[config.mk]
export PLATFORM = sky130hd
export DESIGN_NAME = ps2_mouse_packet_to_pointer
export DESIGN_NICKNAME = d
export VERILOG_FILES = /design/src/rtl/ps2mp_pkg.sv /design/src/rtl/ps2mp_front.sv /design/src/rtl/ps2mp_fifo.sv /design/src/rtl/ps2mp_back.sv /design/src/rtl/ps2_mouse_packet_to_pointer.sv
export SDC_FILE = /design/constraint.sdc
export NUM_CORES = 1
export LEC_CHECK = 0
export BUFFER_PORTS_ARGS = -buffer_cell sky130_fd_sc_hd__buf_4
export CAP_MARGIN = 10
export CORE_MARGIN = 2
export CORE_UTILIZATION = 35
export CTS_CLUSTER_SIZE = 30
export DETAILED_ROUTE_END_ITERATION = 8
export MAX_ROUTING_LAYER = met4
export SETUP_SLACK_MARGIN = 0.5
export SYNTH_ARGS = -nofsm -noshare
export SYNTH_HDL_FRONTEND = slang
export SYNTH_SLANG_ARGS = --single-unit
[constraint.sdc]
create_clock -name clk -period 5.8 [get_ports clk]
set_clock_uncertainty 0.15 [all_clocks]
set_input_delay 0.29 -clock clk [delete_from_list [all_inputs] [get_ports clk]]
set_output_delay 0.29 -clock clk [all_outputs]
set_load 0.02 [all_outputs]
[src/rtl/ps2mp_pkg.sv]
// ----------------------------------------------------------------------------
// ps2mp_pkg
// Shared types and constants of the PS/2 mouse packet-to-pointer block.
// ----------------------------------------------------------------------------
package ps2mp_pkg;

  // mouse protocol bytes and header fields
  localparam logic [7:0] ACK_BYTE   = 8'hFA;
  localparam logic [7:0] HDR_MASK   = 8'hC8;
  localparam logic [7:0] HDR_MATCH  = 8'h08;
  localparam int         HDR_XSIGN  = 4;
  localparam int         HDR_YSIGN  = 5;
  localparam int         BTN_BITS   = 3;
  localparam int         MOVE_X_BITS = 9;
  localparam int         MOVE_Y_BITS = 10;

  // configuration port
  localparam int CFG_ADDR_BITS = 4;
  localparam int CFG_DATA_BITS = 12;

  localparam logic [CFG_ADDR_BITS-1:0] REG_LIMIT_X = 4'd0;
  localparam logic [CFG_ADDR_BITS-1:0] REG_LIMIT_Y = 4'd1;
  localparam logic [CFG_ADDR_BITS-1:0] REG_START_X = 4'd2;
  localparam logic [CFG_ADDR_BITS-1:0] REG_START_Y = 4'd3;

  localparam int RST_LIMIT_X = 304;
  localparam int RST_LIMIT_Y = 184;
  localparam int RST_START_X = 152;
  localparam int RST_START_Y = 78;

  // command handed from the byte front end to the pointer back end
  typedef enum logic [1:0] {
    CMD_NONE,
    CMD_ENABLE,
    CMD_PACKET
  } cmd_kind_t;

  typedef struct packed {
    cmd_kind_t                      kind;
    logic [BTN_BITS-1:0]            buttons;
    logic signed [MOVE_X_BITS-1:0]  move_x;
    logic signed [MOVE_Y_BITS-1:0]  move_y;
  } cmd_t;

endpackage

[src/rtl/ps2mp_front.sv]
// ----------------------------------------------------------------------------
// ps2mp_front
// Byte front end: tracks acknowledge and packet phase, assembles packets and
// turns every accepted byte or enable request into a command.
// ----------------------------------------------------------------------------
module ps2mp_front (
  input  logic              clk,
  input  logic              rst_n,
  input  logic              in_valid,
  output logic              in_ready,
  input  logic              in_enable,
  input  logic [7:0]        in_byte,
  output logic              push,
  output ps2mp_pkg::cmd_t   push_cmd,
  input  logic              q_full
);

  typedef enum logic [1:0] {
    PH_ACK,
    PH_HEAD,
    PH_X,
    PH_Y
  } phase_t;

  phase_t     phase_r, phase_nxt;
  logic [7:0] header_r, header_nxt;
  logic [7:0] xbyte_r, xbyte_nxt;
  logic       accept;

  assign in_ready = !q_full;
  assign accept   = in_valid && !q_full;
  assign push     = accept;

  always_comb begin
    logic signed [ps2mp_pkg::MOVE_Y_BITS-1:0] raw_y;
    phase_nxt        = phase_r;
    header_nxt       = header_r;
    xbyte_nxt        = xbyte_r;
    raw_y            = '0;
    push_cmd.kind    = ps2mp_pkg::CMD_NONE;
    push_cmd.buttons = header_r[ps2mp_pkg::BTN_BITS-1:0];
    push_cmd.move_x  = {header_r[ps2mp_pkg::HDR_XSIGN], xbyte_r};
    push_cmd.move_y  = '0;
    if (accept) begin
      if (in_enable) begin
        phase_nxt     = PH_ACK;
        push_cmd.kind = ps2mp_pkg::CMD_ENABLE;
      end else begin
        case (phase_r)
          PH_ACK: begin
            if (in_byte == ps2mp_pkg::ACK_BYTE) begin
              phase_nxt = PH_HEAD;
            end
          end
          PH_HEAD: begin
            // drop anything that does not look like a header
            if ((in_byte & ps2mp_pkg::HDR_MASK) == ps2mp_pkg::HDR_MATCH) begin
              header_nxt = in_byte;
              phase_nxt  = PH_X;
            end
          end
          PH_X: begin
            xbyte_nxt = in_byte;
            phase_nxt = PH_Y;
          end
          PH_Y: begin
            // mouse y is up positive, flip to screen direction
            raw_y           = {header_r[ps2mp_pkg::HDR_YSIGN], header_r[ps2mp_pkg::HDR_YSIGN],
                               in_byte};
            push_cmd.kind   = ps2mp_pkg::CMD_PACKET;
            push_cmd.move_y = -raw_y;
            phase_nxt       = PH_HEAD;
          end
          default: begin
            phase_nxt = PH_ACK;
          end
        endcase
      end
    end
  end

  always_ff @(posedge clk) begin
    if (!rst_n) begin
      phase_r  <= PH_ACK;
      header_r <= '0;
      xbyte_r  <= '0;
    end else begin
      phase_r  <= phase_nxt;
      header_r <= header_nxt;
      xbyte_r  <= xbyte_nxt;
    end
  end

endmodule

[src/rtl/ps2mp_fifo.sv]
// ----------------------------------------------------------------------------
// ps2mp_fifo
// Two-entry command queue between the byte front end and the pointer back end.
// ----------------------------------------------------------------------------
module ps2mp_fifo (
  input  logic              clk,
  input  logic              rst_n,
  input  logic              push,
  input  ps2mp_pkg::cmd_t   push_cmd,
  output logic              full,
  input  logic              pop,
  output logic              valid,
  output ps2mp_pkg::cmd_t   pop_cmd
);

  localparam int DEPTH  = 2;
  localparam int PTR_W  = $clog2(DEPTH);
  localparam int CNT_W  = $clog2(DEPTH + 1);

  ps2mp_pkg::cmd_t   mem [DEPTH];
  logic [PTR_W-1:0]  wr_ptr_r, wr_ptr_nxt;
  logic [PTR_W-1:0]  rd_ptr_r, rd_ptr_nxt;
  logic [CNT_W-1:0]  count_r, count_nxt;
  logic              do_push, do_pop;

  assign full    = (count_r == CNT_W'(DEPTH));
  assign valid   = (count_r != '0);
  assign pop_cmd = mem[rd_ptr_r];
  assign do_push = push && !full;
  assign do_pop  = pop && valid;

  always_comb begin
    wr_ptr_nxt = wr_ptr_r;
    rd_ptr_nxt = rd_ptr_r;
    count_nxt  = count_r;
    if (do_push) begin
      wr_ptr_nxt = (wr_ptr_r == PTR_W'(DEPTH - 1)) ? '0 : wr_ptr_r + 1'b1;
    end
    if (do_pop) begin
      rd_ptr_nxt = (rd_ptr_r == PTR_W'(DEPTH - 1)) ? '0 : rd_ptr_r + 1'b1;
    end
    if (do_push && !do_pop) begin
      count_nxt = count_r + 1'b1;
    end else if (do_pop && !do_push) begin
      count_nxt = count_r - 1'b1;
    end
  end

  always_ff @(posedge clk) begin
    if (do_push) begin
      mem[wr_ptr_r] <= push_cmd;
    end
  end

  always_ff @(posedge clk) begin
    if (!rst_n) begin
      wr_ptr_r <= '0;
      rd_ptr_r <= '0;
      count_r  <= '0;
    end else begin
      wr_ptr_r <= wr_ptr_nxt;
      rd_ptr_r <= rd_ptr_nxt;
      count_r  <= count_nxt;
    end
  end

endmodule

[src/rtl/ps2mp_back.sv]
// ----------------------------------------------------------------------------
// ps2mp_back
// Pointer back end: executes commands, keeps the clamped position and the
// last packet, and holds the result in the output register.
// ----------------------------------------------------------------------------
module ps2mp_back #(
  parameter int COORD_BITS = 12
) (
  input  logic                                   clk,
  input  logic                                   rst_n,
  input  logic                                   cmd_valid,
  input  ps2mp_pkg::cmd_t                        cmd,
  output logic                                   pop,
  input  logic [COORD_BITS-1:0]                  limit_x,
  input  logic [COORD_BITS-1:0]                  limit_y,
  input  logic [COORD_BITS-1:0]                  start_x,
  input  logic [COORD_BITS-1:0]                  start_y,
  output logic                                   res_valid,
  input  logic                                   res_ready,
  output logic                                   res_done,
  output logic [ps2mp_pkg::BTN_BITS-1:0]         res_buttons,
  output logic signed [ps2mp_pkg::MOVE_X_BITS-1:0] res_move_x,
  output logic signed [ps2mp_pkg::MOVE_Y_BITS-1:0] res_move_y,
  output logic [COORD_BITS-1:0]                  res_pos_x,
  output logic [COORD_BITS-1:0]                  res_pos_y
);

  localparam int SUM_W = COORD_BITS + 2;

  function automatic logic [COORD_BITS-1:0] clamp_axis(
    input logic [COORD_BITS-1:0]                  pos,
    input logic signed [ps2mp_pkg::MOVE_Y_BITS-1:0] delta,
    input logic [COORD_BITS-1:0]                  lim
  );
    logic signed [SUM_W-1:0] sum;
    logic signed [SUM_W-1:0] lim_s;
    sum   = signed'({2'b00, pos}) + SUM_W'(delta);
    lim_s = signed'({2'b00, lim});
    if (sum < 0) begin
      clamp_axis = '0;
    end else if (sum > lim_s) begin
      clamp_axis = lim;
    end else begin
      clamp_axis = sum[COORD_BITS-1:0];
    end
  endfunction

  logic                                    valid_r, valid_nxt;
  logic                                    done_r, done_nxt;
  logic [ps2mp_pkg::BTN_BITS-1:0]          buttons_r, buttons_nxt;
  logic signed [ps2mp_pkg::MOVE_X_BITS-1:0] move_x_r, move_x_nxt;
  logic signed [ps2mp_pkg::MOVE_Y_BITS-1:0] move_y_r, move_y_nxt;
  logic [COORD_BITS-1:0]                   pos_x_r, pos_x_nxt;
  logic [COORD_BITS-1:0]                   pos_y_r, pos_y_nxt;

  // state only changes when a new result is loaded, so it doubles as payload
  assign pop = cmd_valid && (!valid_r || res_ready);

  always_comb begin
    valid_nxt   = valid_r && !res_ready;
    done_nxt    = done_r;
    buttons_nxt = buttons_r;
    move_x_nxt  = move_x_r;
    move_y_nxt  = move_y_r;
    pos_x_nxt   = pos_x_r;
    pos_y_nxt   = pos_y_r;
    if (pop) begin
      valid_nxt = 1'b1;
      done_nxt  = 1'b0;
      case (cmd.kind)
        ps2mp_pkg::CMD_ENABLE: begin
          // start position is not clamped until the next packet
          pos_x_nxt = start_x;
          pos_y_nxt = start_y;
        end
        ps2mp_pkg::CMD_PACKET: begin
          done_nxt    = 1'b1;
          buttons_nxt = cmd.buttons;
          move_x_nxt  = cmd.move_x;
          move_y_nxt  = cmd.move_y;
          pos_x_nxt   = clamp_axis(pos_x_r, ps2mp_pkg::MOVE_Y_BITS'(cmd.move_x), limit_x);
          pos_y_nxt   = clamp_axis(pos_y_r, cmd.move_y, limit_y);
        end
        default: begin
        end
      endcase
    end
  end

  always_ff @(posedge clk) begin
    if (!rst_n) begin
      valid_r   <= 1'b0;
      done_r    <= 1'b0;
      buttons_r <= '0;
      move_x_r  <= '0;
      move_y_r  <= '0;
      pos_x_r   <= COORD_BITS'(ps2mp_pkg::RST_START_X);
      pos_y_r   <= COORD_BITS'(ps2mp_pkg::RST_START_Y);
    end else begin
      valid_r   <= valid_nxt;
      done_r    <= done_nxt;
      buttons_r <= buttons_nxt;
      move_x_r  <= move_x_nxt;
      move_y_r  <= move_y_nxt;
      pos_x_r   <= pos_x_nxt;
      pos_y_r   <= pos_y_nxt;
    end
  end

  assign res_valid   = valid_r;
  assign res_done    = done_r;
  assign res_buttons = buttons_r;
  assign res_move_x  = move_x_r;
  assign res_move_y  = move_y_r;
  assign res_pos_x   = pos_x_r;
  assign res_pos_y   = pos_y_r;

endmodule

[src/rtl/ps2_mouse_packet_to_pointer.sv]
// ----------------------------------------------------------------------------
// ps2_mouse_packet_to_pointer
// PS/2 mouse three-byte packet decoder with a clamped pointer position.
// ----------------------------------------------------------------------------
// Takes one mouse byte or enable request per cycle while the command queue has
// room, and returns one result per request. Each request passes through the
// command queue and then the output register before its result appears; the
// sustained rate is one request per cycle while out_tready stays high. A
// two-entry queue between the byte front end and the back end plus the
// output register keep input accepted while a result waits downstream.
// After enable the block waits for the 0xFA acknowledge, then decodes packets;
// pos_x/pos_y are clamped to 0..limit on each packet, and enable reloads them
// from start_x/start_y. Write configuration only while no request is in flight.
module ps2_mouse_packet_to_pointer #(
  parameter int COORD_BITS = 12
) (
  input  logic                                clk,
  input  logic                                rst_n,
  // in_tdata: rx_byte[7:0]
  input  logic [7:0]                          in_tdata,
  // in_tuser: operation (0 byte, 1 enable)
  input  logic                                in_tuser,
  input  logic                                in_tvalid,
  output logic                                in_tready,
  // out_tdata: buttons[2:0], move_x[8:0], move_y[9:0], pos_x, pos_y, zero fill
  output logic [(ps2mp_pkg::BTN_BITS + ps2mp_pkg::MOVE_X_BITS + ps2mp_pkg::MOVE_Y_BITS
                 + 2 * COORD_BITS + 7) / 8 * 8 - 1:0] out_tdata,
  // out_tuser: packet_done
  output logic                                out_tuser,
  output logic                                out_tvalid,
  input  logic                                out_tready,
  input  logic                                cfg_valid,
  output logic                                cfg_ready,
  input  logic [ps2mp_pkg::CFG_ADDR_BITS-1:0] cfg_addr,
  input  logic [ps2mp_pkg::CFG_DATA_BITS-1:0] cfg_data
);

  localparam int PAYLOAD_BITS = ps2mp_pkg::BTN_BITS + ps2mp_pkg::MOVE_X_BITS
                              + ps2mp_pkg::MOVE_Y_BITS + 2 * COORD_BITS;
  localparam int OUT_BITS     = ((PAYLOAD_BITS + 7) / 8) * 8;

  logic [COORD_BITS-1:0] limit_x_r, limit_y_r, start_x_r, start_y_r;

  logic                  push, q_full, q_valid, pop;
  ps2mp_pkg::cmd_t       push_cmd, pop_cmd;

  logic                                    res_done;
  logic [ps2mp_pkg::BTN_BITS-1:0]          res_buttons;
  logic signed [ps2mp_pkg::MOVE_X_BITS-1:0] res_move_x;
  logic signed [ps2mp_pkg::MOVE_Y_BITS-1:0] res_move_y;
  logic [COORD_BITS-1:0]                   res_pos_x, res_pos_y;

  assign cfg_ready = 1'b1;

  always_ff @(posedge clk) begin
    if (!rst_n) begin
      limit_x_r <= COORD_BITS'(ps2mp_pkg::RST_LIMIT_X);
      limit_y_r <= COORD_BITS'(ps2mp_pkg::RST_LIMIT_Y);
      start_x_r <= COORD_BITS'(ps2mp_pkg::RST_START_X);
      start_y_r <= COORD_BITS'(ps2mp_pkg::RST_START_Y);
    end else if (cfg_valid) begin
      case (cfg_addr)
        ps2mp_pkg::REG_LIMIT_X: limit_x_r <= COORD_BITS'(cfg_data);
        ps2mp_pkg::REG_LIMIT_Y: limit_y_r <= COORD_BITS'(cfg_data);
        ps2mp_pkg::REG_START_X: start_x_r <= COORD_BITS'(cfg_data);
        ps2mp_pkg::REG_START_Y: start_y_r <= COORD_BITS'(cfg_data);
        default: begin
        end
      endcase
    end
  end

  ps2mp_front u_front (
    .clk       (clk),
    .rst_n     (rst_n),
    .in_valid  (in_tvalid),
    .in_ready  (in_tready),
    .in_enable (in_tuser),
    .in_byte   (in_tdata),
    .push      (push),
    .push_cmd  (push_cmd),
    .q_full    (q_full)
  );

  ps2mp_fifo u_fifo (
    .clk      (clk),
    .rst_n    (rst_n),
    .push     (push),
    .push_cmd (push_cmd),
    .full     (q_full),
    .pop      (pop),
    .valid    (q_valid),
    .pop_cmd  (pop_cmd)
  );

  ps2mp_back #(
    .COORD_BITS (COORD_BITS)
  ) u_back (
    .clk         (clk),
    .rst_n       (rst_n),
    .cmd_valid   (q_valid),
    .cmd         (pop_cmd),
    .pop         (pop),
    .limit_x     (limit_x_r),
    .limit_y     (limit_y_r),
    .start_x     (start_x_r),
    .start_y     (start_y_r),
    .res_valid   (out_tvalid),
    .res_ready   (out_tready),
    .res_done    (res_done),
    .res_buttons (res_buttons),
    .res_move_x  (res_move_x),
    .res_move_y  (res_move_y),
    .res_pos_x   (res_pos_x),
    .res_pos_y   (res_pos_y)
  );

  assign out_tuser = res_done;
  assign out_tdata = OUT_BITS'({res_pos_y, res_pos_x, res_move_y, res_move_x, res_buttons});

`ifndef ASSERT_OFF
  // a completed packet always leaves the pointer inside its limits
  a_packet_in_bounds: assert property (@(posedge clk) disable iff (!rst_n)
    out_tvalid && res_done |-> res_pos_x <= limit_x_r && res_pos_y <= limit_y_r)
    else $error("pointer outside limits after packet");

  // an executed enable loads the start position
  a_enable_loads_start: assert property (@(posedge clk) disable iff (!rst_n)
    pop && pop_cmd.kind == ps2mp_pkg::CMD_ENABLE |=>
      res_pos_x == $past(start_x_r) && res_pos_y == $past(start_y_r) && !res_done)
    else $error("enable did not reload the pointer");

  // the front end never writes into a full queue
  a_no_overflow: assert property (@(posedge clk) disable iff (!rst_n)
    push |-> !q_full)
    else $error("command queue overflow");

  // a command is only taken when the output register can take the result
  a_pop_has_room: assert property (@(posedge clk) disable iff (!rst_n)
    pop |-> q_valid && (!out_tvalid || out_tready))
    else $error("command executed without output room");
`endif

endmodule

==> results of run 1 <==
worst paths after layout:
check / startpoint / end / slack [ns]
setup / recovery: flip-flop / u_back.res_pos_y[5] / 0.86
setup reg to reg: flip-flop / u_back.res_pos_y[5] / 0.86
hold / removal: in_tdata[4] / u_front.header_r[4] / 0.02
hold reg to reg: u_front.xbyte_r[0] / u_fifo.mem[0][10] / 0.32
flip-flops by register name (all words and copies together) (netlist names), named ones only:
signal,count
u_front.xbyte_r,8
limit_y_r,12
start_x_r,12
u_back.res_valid,1
u_back.res_done,1
u_back.res_move_y,10
u_back.res_move_x,9
u_fifo.rd_ptr_r,1
limit_x_r,12
u_front.header_r,5
start_y_r,12
u_fifo.count_r,2
u_back.res_buttons,3
u_front.phase_r,2
u_back.res_pos_y,12
u_back.res_pos_x,12
u_fifo.wr_ptr_r,1
u_fifo.mem,48
cells by family after synthesis:
logic type / after synthesis / share of synthesized area, %
other: 2 / 0.08656
xor gates and xnor gates: 27 / 2.899
adders and majority gates: 61 / 8.970
buffers and inverters: 96 / 4.370
DFF: 164 / 43.38
AOI/OAI and AO/OA: 179 / 13.47
and+or+nand+nor: 270 / 14.58
muxes: 103 / 12.24
power groups by stage:
stage / Combinational [mW] / Sequential, mW / Clock (mW)
5_1_grt: 3.27 / 1.47 / 1.14
4_1_cts: 2.84 / 1.46 / 1.09
3_3_place_gp: 2.80 / 1.48 / 0
3_5_place_dp: 2.82 / 1.48 / 0
2_1_floorplan: 2.01 / 1.54 / 0
6_report: 2.94 / 1.45 / 1.07
cell type report:
type	count	area [µm²]
fill	2342	13980
multi-input combinational	643	4557
sequential	164	3764
timing repair buffer	108	860.8
clock buffer	21	471.7
tap	324	405.4
inverter	50	187.7
clock inverter	11	92.59
worst min-delay path, cell delays in order:
cell,delay [ns]
buf_4,0.13
mux2i_1,0.07
nor2_1,0.07
synth_stat cells (all sizes together) (22+ instances only):
master,instances
clkbuf,33
dfxtp,116
mux2i,81
edfxtp,48
mux2,22
ha,59
inv,50
a21oi,58
o21ai,35
nand3,22
nor2,117
nand2,52
stage by stage:
step | power, mW | std cells | util, %
2_1_floorplan | 3.549 | 903 | -
3_3_place_gp | 4.281 | 1271 | 39.43
3_5_place_dp | 4.298 | 1271 | 39.43
4_1_cts | 5.391 | 1318 | 42.37
5_1_grt | 5.875 | 1321 | 42.51
6_report | 5.454 | 1321 | 42.51
per-layer routing:
metal	part of all wire (%)	track usage, %
met5	0	-
met4	1.2	4.505
met3	3.4	2.953
met2	47	27.08
met1	48	22.35
timing repair:
| item | 4_1_cts | 5_1_grt |
|---|---|---|
| hold endpoints to repair | 44 | 0 |
| endpoints found under the setup margin | 0 | 3 |
| setup buffers | 0 | 3 |
| hold buffers | 15 | 0 |
==> flow_metrics.py, run 1 <==
metrics = {
    "finish": {
        "finalNetCount": 1075,
        "drive_gt1_share_pct": 16.85,
        "areaGrowthSynthToFinish_pct": 19.17,
        "num_antenna_cells": 0,
        "final_cell_mix": "116 x dfxtp_1, 115 x nor2_1, 92 x buf_4, 81 x mux2i_1, 59 x ha_1",
        "final_common_cell": "dfxtp_1",
        "final_cell_area_um2": 10340,
    },
    "worst_hold_path": {
        "hold_depth": 3,
        "hold_path.class": "in2reg",
    },
    "flow_run": {
        "maxCapViolCount": 0,
    },
    "placed_design": {
        "pre_cts_slack_ns": 0.9328,
        "routabilityCongestion": 0.9033,
        "portBuffers": 78,
        "dp_hpwl_um": 15540,
        "place_area_um2": 9589,
    },
    "cts": {
        "ctsResizeCount": 0,
        "clockBufferDepth": 2,
        "cts_tree": "built",
        "cts-buffers-inserted": 17,
        "cts-root-buf": "clkbuf_16",
        "clk_pin_slew_ns": 0.07,
        "cts.sinks": 164,
        "cts_max_level": 4,
        "clock_latency_ns": 0.42,
    },
    "worst_setup_path": {
        "cpLargestDelayFamily": "compound AO/OA/AOI/OAI gates",
        "slowest_delay_ns": 0.63,
        "path_max_fanout": 15,
        "critPathRequiredTime_ns": 6.00,
        "path_cells": "buf_4 -> mux2_2 -> ha_1 -> o21ai_0 -> or4_4 -> nand3_2 -> nand2b_1 -> o21a_1 -> nor2_1 -> ha_1 -> o211ai_1 -> a21oi_1 -> a2111oi_0 -> o21ai_0 -> a22oi_1 -> buf_4 -> mux2_2 -> a21oi_1",
        "critical_path.slowest_cell": "a2111oi_0",
        "worstRegToRegCells": 18,
        "path_class": "reg2reg",
        "crit_path_end_kind": "flip-flop",
        "startpoint_type": "flip-flop",
        "cp_data_arrival_time_ns": 5.14,
        "worst-path-buf-inv": 2,
        "path_depth": 18,
    },
    "timing": {
        "slew_headroom_pct": 30.32,
        "finalCriticalPeriod_ns": 4.936,
        "totalNegativeSetupSlack_ns": 0,
        "whs_ns": 0.02243,
        "setup_violations": 0,
        "drv_slew": 0,
        "layout_setup_ws_ns": 0.8641,
        "hold_viol": 0,
        "fmax_mhz": 202.6,
        "worstMarginPinSlew_ns": 1.042,
        "period_share_pct": 85.10,
        "rsz0062_at_grt": "no",
    },
    "floorplan": {
        "die_x_um": 161.4,
        "coreArea_um2": 24320,
        "die_h_um": 161.4,
        "core.rowCount": 57,
        "fp.dieArea_um2": 26060,
        "io-pin-count": 82,
        "start_util_pct": 35.67,
    },
    "pwr": {
        "peakVddDrop_v": 0.0002699,
        "p_int_mw": 3.188,
        "p_sw_share_pct": 41.54,
        "p_leak_nw": 4.263,
        "clockPowerShare_pct": 19.5,
        "p_sw_mw": 2.265,
        "p_seq_share_pct": 26.6,
        "cellPowerDensity_nw_per_um2": 527.5,
        "pwr-share-comb_pct": 53.9,
    },
    "synth": {
        "synth_area_um2": 8676,
        "ys_warn_count": 0,
        "synth_largest_area_cell": "dfxtp_1",
        "synthFlopType": "dfxtp_1",
        "ys_seq_area_share_pct": 43.38,
        "synth_edf_count": 48,
        "async_reset_ff_share_pct": 0,
        "synthDistinctLibCells": 67,
        "synth_area_per_cell_um2": 9.618,
        "netlist.area_leader.share_pct": 26.77,
        "ys_seq_elements": 164,
        "synthTopCellsByArea": "dfxtp_1 27%, edfxtp_1 17%, mux2i_1 9.3%",
        "synth_cells": 902,
    },
    "global_routing": {
        "grt.overflow.total": 0,
        "grt_usage_pct": 16.98,
        "antenna_found_initial": 0,
        "grt_pass1_vias": 6485,
        "grt_pass1_wl_um": 34240,
        "grt_max_degree": 46,
    },
    "drt": {
        "via_per_inst": 5.047,
        "drt_wl_total_um": 21140,
        "drt_iter0_markers": 424,
        "wl_per_cell_um": 16.00,
        "drc_errors": 0,
        "ant_nets": 0,
        "dr.pass1.iters": 5,
        "vias": 6667,
    },
    "run_status": {
        "outcome": "completed",
    },
}
No activity file was read; power rests on OpenSTA's default activity.
==> inputs of run 2 (changes only) <==
--- a/config.mk
+++ b/config.mk
@@ -5,10 +5,11 @@
 export SDC_FILE = /design/constraint.sdc
 export NUM_CORES = 1
 export LEC_CHECK = 0
-export BUFFER_PORTS_ARGS = -buffer_cell sky130_fd_sc_hd__buf_4
+export BUFFER_PORTS_ARGS = -buffer_cell sky130_fd_sc_hd__buf_2
 export CAP_MARGIN = 10
 export CORE_MARGIN = 2
 export CORE_UTILIZATION = 35
+export CTS_BUF_LIST = sky130_fd_sc_hd__clkbuf_16
 export CTS_CLUSTER_SIZE = 30
 export DETAILED_ROUTE_END_ITERATION = 8
 export MAX_ROUTING_LAYER = met4
@@ -16,3 +17,4 @@
 export SYNTH_ARGS = -nofsm -noshare
 export SYNTH_HDL_FRONTEND = slang
 export SYNTH_SLANG_ARGS = --single-unit
+export TNS_END_PERCENT = 20
==> flow_metrics.py, run 2 (synthesis results as in run 1) <==
metrics = {
    "run_status": {
        "outcome": "completed",
    },
    "worst_setup_path": {
        "reg2reg_to": "u_back.res_pos_x[3]",
        "reg2reg_slack_ns": 0.96,
        "critical_path.slowest_cell": "dfxtp_2",
        "path_class": "reg2reg",
        "slowest_delay_ns": 0.42,
        "cpLargestDelayFamily": "compound AO/OA/AOI/OAI gates",
        "crit_path_end_kind": "flip-flop",
        "path_cells": "buf_4 -> mux2i_1 -> inv_1 -> ha_1 -> a211oi_1 -> nor2_1 -> a31o_2 -> nor2_1 -> o21ai_0 -> xnor2_1 -> ha_1 -> and3_1 -> nand3_1 -> o32ai_1 -> o21ai_0 -> a22oi_4 -> buf_4 -> mux2i_1 -> o311ai_1",
        "startpoint_type": "flip-flop",
        "cp_data_arrival_time_ns": 4.96,
        "path_max_fanout": 10,
        "worstRegToRegCells": 19,
        "critPathRequiredTime_ns": 5.92,
        "worst-path-buf-inv": 3,
    },
    "drt": {
        "drc_errors": 0,
        "ant_nets": 0,
        "vias": 6682,
        "dr.pass1.iters": 5,
        "drt_iter0_markers": 369,
        "via_per_inst": 5.085,
        "drt_wl_total_um": 21330,
        "wl_per_cell_um": 16.23,
    },
    "global_routing": {
        "antenna_found_initial": 1,
        "grt_max_degree": 51,
        "grt_pass1_wl_um": 34320,
        "grt.overflow.total": 0,
        "grt_usage_pct": 17.00,
        "grt_pass1_vias": 6496,
    },
    "worst_hold_path": {
        "hold_end": "start_x_r[3]",
        "hold_path.class": "in2reg",
        "hold_path_startpoint": "cfg_data[3]",
        "hold_depth": 3,
    },
    "timing": {
        "fmax_mhz": 206.8,
        "drv_slew": 0,
        "finalCriticalPeriod_ns": 4.837,
        "totalNegativeSetupSlack_ns": 0,
        "setup_violations": 0,
        "whs_ns": 0.01089,
        "slew_headroom_pct": 26.83,
        "period_share_pct": 83.39,
        "hold_viol": 0,
        "rsz0062_at_grt": "no",
        "worstMarginPinSlew_ns": 1.094,
    },
    "finish": {
        "largest_register_ffs": 48,
        "drive_gt1_share_pct": 17.39,
        "regMostFlops": "u_fifo.mem",
        "final_cell_mix": "115 x nor2_1, 115 x dfxtp_1, 81 x mux2i_1, 78 x buf_2, 59 x ha_1",
        "finalNetCount": 1067,
        "multi_input_area_um2": 4564,
        "regArea_um2": 3765,
        "areaGrowthSynthToFinish_pct": 16.41,
        "final_cell_area_um2": 10100,
        "nFillCells": 2381,
    },
    "placed_design": {
        "routabilityCongestion": 0.8953,
        "dp_hpwl_um": 15560,
        "place_area_um2": 9394,
        "portBuffers": 78,
    },
    "cts": {
        "clock_latency_ns": 0.43,
        "cts_tree": "built",
        "cts_max_level": 4,
        "cts-root-buf": "clkbuf_16",
        "clockBufferDepth": 2,
        "clk_pin_slew_ns": 0.07,
        "cts.sinks": 164,
        "cts-buffers-inserted": 17,
    },
    "floorplan": {
        "die_x_um": 161.4,
        "core.rowCount": 57,
        "fp.dieArea_um2": 26060,
        "coreArea_um2": 24320,
        "die_h_um": 161.4,
        "start_util_pct": 35.67,
        "io-pin-count": 82,
    },
    "pwr": {
        "peakVddDrop_v": 0.0003024,
        "p_leak_nw": 4.212,
        "p_total_mw": 5.453,
        "cellPowerDensity_nw_per_um2": 539.9,
    },
    "flow_run": {
        "maxCapViolCount": 0,
    },
}
==> run 2: changes by cell type in the layout (fill, tap and decap cells not counted), sizes merged <==
cell,delta
clkbuf,-2
clkinv,-2
clkinvlp,-1
inv,+5
dlygate4sd3,-8
diode,+1
==> run 2: area by class of cell <==
| type | instances | area share, % |
|---|---|---|
| Clock inverter | 13 | 1.251 |
| Tap cell | 324 | 4.014 |
| Antenna cell | 1 | 0.02478 |
| Timing Repair Buffer | 100 | 5.674 |
| Sequential cell | 164 | 37.28 |
| Multi-Input combinational cell | 643 | 45.19 |
| Clock buffer | 19 | 4.708 |
| Inverter | 50 | 1.858 |
==> run 2: how the worst max path moves through the flow <==
| stage | depth (start not counted) | endpoint | slack [ns] | startpoint |
|---|---|---|---|---|
| after global placement | 18 | u_back.res_pos_x[4] | 0.95 | flip-flop |
| final | 19 | u_back.res_pos_x[3] | 0.96 | flip-flop |
| after detailed placement | 18 | u_back.res_pos_x[7] | 0.75 | flip-flop |
| after global routing | 20 | u_back.res_pos_x[11] | 0.60 | flip-flop |
| after CTS | 18 | u_back.res_pos_x[7] | 0.69 | flip-flop |
| after floorplan | 20 | u_back.res_pos_y[7] | 0.86 | flip-flop |
==> run 2: repair_timing <==
| action | 4_1_cts | 5_1_grt |
|---|---|---|
| endpoints found under the hold margin | 17 | 0 |
| setup endpoints to repair | 0 | 15 |
| setup buffers | 0 | 3 |
| gates resized for setup | 0 | 3 |
| hold buffers | 7 | 0 |
==> run 2: worst reg2reg max path, delay by kind of cell, from the launching register on <==
kind	cells	cell delay [ns]
xor gates and xnor gates	1	0.17
and+or+nand+nor	4	0.50
buffers and inverters	3	0.53
DFF	1	0.42
muxes	2	0.55
AOI/OAI and AO/OA	7	1.74
adders and majority gates	2	0.63
==> run 2: where the power goes <==
part	switching [mW]	leakage (nW)	internal (mW)	total, mW
sequential	0.110	1.41	1.34	1.45
combinational	1.69	2.51	1.18	2.87
clock	0.511	0.296	0.621	1.13
==> run 2: metal layers <==
metal  track usage [%]  part of all wire, %  routed length (µm)  vias to the layer above
met2             27.21                   47               10080                      142
met3             3.236                  4.2                 888                       17
met5                 -                    0                   0                        -
met4             3.653                 0.89                 189                        0
li1                  -                    -                   -                     3366
met1             22.44                   48               10170                     3157
==> run 2: stage by stage <==
stage	util [%]	setup slack, ns	std cells
global placement	38.63	0.9458	1271
global route	41.53	0.5988	1314
CTS	41.39	0.6907	1310
finish	41.53	0.9633	1314
floorplan	-	0.8609	903
detailed placement	38.63	0.7543	1271
==> inputs of run 3 (changes only) <==
--- a/config.mk
+++ b/config.mk
@@ -5,6 +5,7 @@
 export SDC_FILE = /design/constraint.sdc
 export NUM_CORES = 1
 export LEC_CHECK = 0
+export ABC_AREA = 1
 export BUFFER_PORTS_ARGS = -buffer_cell sky130_fd_sc_hd__buf_2
 export CAP_MARGIN = 10
 export CORE_MARGIN = 2
==> constraint.sdc (replaced) <==
create_clock -name clk -period 4.6 [get_ports clk]
set_clock_uncertainty 0.15 [all_clocks]
set_input_delay 0.23 -clock clk [delete_from_list [all_inputs] [get_ports clk]]
set_output_delay 0.23 -clock clk [all_outputs]
set_load 0.02 [all_outputs]
==> flow_metrics.py, run 3 <==
metrics = {
    "worst_hold_path": {
        "hold_path.class": "in2reg",
    },
    "finish": {
        "num_antenna_cells": 0,
        "areaGrowthSynthToFinish_pct": 19.89,
        "largest_register_ffs": 48,
        "nFillCells": 2470,
        "regMostFlops": "u_fifo.mem",
        "final_cell_mix": "190 x nand2_1, 139 x inv_1, 118 x a21oi_1, 115 x dfxtp_1, 92 x o21ai_0",
        "finalNetCount": 1283,
        "final_common_cell": "nand2_1",
        "drive_gt1_share_pct": 16.76,
    },
    "worst_setup_path": {
        "worstRegToRegCells": 23,
        "reg2reg_slack_ns": 0.74,
        "startpoint_type": "flip-flop",
        "path_max_fanout": 11,
        "path_class": "reg2reg",
        "crit_end": "u_back.res_pos_x[4]",
        "cp_data_arrival_time_ns": 4.08,
        "reg2reg_to": "u_back.res_pos_x[4]",
        "critPathRequiredTime_ns": 4.82,
        "crit_path_end_kind": "flip-flop",
    },
    "global_routing": {
        "grt_usage_pct": 18.32,
        "grt_max_degree": 81,
        "grt.overflow.total": 0,
        "antenna_found_initial": 0,
        "grt_pass1_wl_um": 36850,
        "grt_pass1_vias": 7073,
    },
    "cts": {
        "cts_max_level": 4,
        "cts-buffers-inserted": 17,
        "cts-root-buf": "clkbuf_16",
        "cts_tree": "built",
        "clock_latency_ns": 0.43,
        "cts.sinks": 164,
        "clockBufferDepth": 2,
        "clk_pin_slew_ns": 0.06,
    },
    "pwr": {
        "cellPowerDensity_nw_per_um2": 820.4,
        "peakVddDrop_v": 0.0003380,
        "p_leak_nw": 4.694,
    },
    "drt": {
        "drt_wl_total_um": 23750,
        "ant_nets": 0,
        "vias": 7611,
        "wl_per_cell_um": 15.53,
        "drc_errors": 0,
        "via_per_inst": 4.978,
        "drt_iter0_markers": 488,
        "dr.pass1.iters": 5,
    },
    "floorplan": {
        "die_x_um": 162.0,
        "io-pin-count": 82,
        "fp.dieArea_um2": 26250,
        "die_h_um": 162.0,
        "coreArea_um2": 24390,
        "core.rowCount": 57,
        "start_util_pct": 35.83,
    },
    "run_status": {
        "outcome": "completed",
    },
    "synth": {
        "ys_seq_elements": 164,
        "synth_area_per_cell_um2": 7.922,
        "synth_common_cells": "192 x nand2_1, 134 x inv_1, 124 x a21oi_1, 116 x dfxtp_1, 96 x nor2_1",
        "synth_most_common_cell": "nand2_1",
        "ys_seq_area_share_pct": 43.07,
        "netlist.area_leader.share_pct": 26.58,
        "async_reset_ff_share_pct": 0,
        "synthDistinctLibCells": 44,
        "synth_largest_area_cell": "dfxtp_1",
        "synth_cells": 1103,
        "synthFlopType": "dfxtp_1",
        "synth_edf_count": 48,
        "synth_area_um2": 8738,
        "synthTopCellsByArea": "dfxtp_1 27%, edfxtp_1 16%, ha_1 8.4%",
        "ys_warn_count": 0,
    },
    "placed_design": {
        "routabilityCongestion": 0.9365,
        "dp_hpwl_um": 17430,
        "portBuffers": 78,
    },
    "timing": {
        "worstMarginPinSlew_ns": 0.9360,
        "drv_slew": 0,
        "rsz0062_at_grt": "yes",
        "period_share_pct": 83.94,
        "setup_violations": 0,
        "slew_headroom_pct": 37.53,
        "finalCriticalPeriod_ns": 3.861,
        "totalNegativeSetupSlack_ns": 0,
        "hold_viol": 0,
        "whs_ns": 0.003322,
        "fmax_mhz": 259.0,
    },
    "flow_run": {
        "maxCapViolCount": 0,
    },
}
==> run 3: how the worst min path moves through the flow <==
stage	endpoint	depth (start not counted)	from	slack, ns
after floorplan	start_x_r[3]	2	cfg_data[3]	0.19
after global placement	u_fifo.mem[1][19]	0	u_front.header_r[0]	0.28
after detailed placement	u_fifo.mem[1][11]	0	u_front.xbyte_r[1]	0.29
after CTS	u_front.xbyte_r[3]	3	in_tdata[3]	0.001
after global routing	u_front.xbyte_r[3]	3	in_tdata[3]	0.03
final	u_front.xbyte_r[3]	3	in_tdata[3]	0.003
==> run 3: kinds of logic after synthesis <==
family / share of synthesized area (%)
muxes: 2.520
and+or+nand+nor: 20.35
other: 0.08594
DFF: 43.07
adders and majority gates: 8.906
AOI/OAI and AO/OA: 14.66
buffers and inverters: 8.405
xor gates and xnor gates: 2.005
==> run 3: repair_timing <==
| action | 4_1_cts | 5_1_grt |
|---|---|---|
| hold endpoints to repair | 29 | 0 |
| endpoints found under the setup margin | 10 | 24 |
| setup buffers | 0 | 7 |
| gates cloned | 0 | 2 |
| gates resized for setup | 2 | 45 |
| hold buffers | 14 | 0 |
| pin swaps | 0 | 12 |
==> run 3: stage by stage <==
stage	cell area (µm²)	total power [mW]	utilization, %	setup slack [ns]	instances
floorplan	8742	5.393	-	0.8695	1104
global placement	9409	6.421	38.58	0.3372	1474
detailed placement	9409	6.442	38.58	0.3691	1474
CTS	10170	7.987	41.69	0.5166	1520
global route	10480	9.334	42.95	0.4802	1529
finish	10480	8.595	42.95	0.7389	1529
==> run 3: worst max-delay path, stage by stage (launching register included) <==
cell     delay (ns)
dfxtp_2        0.34
buf_6          0.14
mux2_2         0.24
ha_1           0.16
inv_1          0.06
fa_1           0.43
o21ai_2        0.22
a21oi_2        0.09
o21ai_0        0.21
xnor2_1        0.19
inv_1          0.07
ha_1           0.28
nand2_1        0.06
nor2_1         0.12
nand3_1        0.10
nor2_2         0.17
nor2_1         0.07
nor2_2         0.25
o21ai_4        0.14
nand2_1        0.08
nand3_1        0.07
nand2_1        0.08
nand2_1        0.05
nand2_1        0.06
==> run 3: layer usage <==
| layer | track usage, % | part of all wire, % |
|---|---|---|
| met2 | 29.25 | 47 |
| met3 | 3.320 | 3.8 |
| met5 | - | 0 |
| met4 | 4.505 | 1.3 |
| met1 | 24.18 | 48 |
==> run 3: area by class of cell <==
cell class / instances / area [µm²] / area share (%)
Clock inverter: 14 / 157.7 / 1.505
Inverter: 138 / 518.0 / 4.944
Sequential cell: 164 / 3765 / 35.94
Clock buffer: 18 / 450.4 / 4.300
Tap cell: 324 / 405.4 / 3.870
Multi-Input combinational cell: 761 / 4498 / 42.94
Timing Repair Buffer: 110 / 681.9 / 6.509
==> run 3: where the power goes <==
part / switching (mW) / total [mW] / internal, mW
clock: 0.596 / 1.48 / 0.884
sequential: 0.209 / 1.95 / 1.74
combinational: 3.23 / 5.17 / 1.93
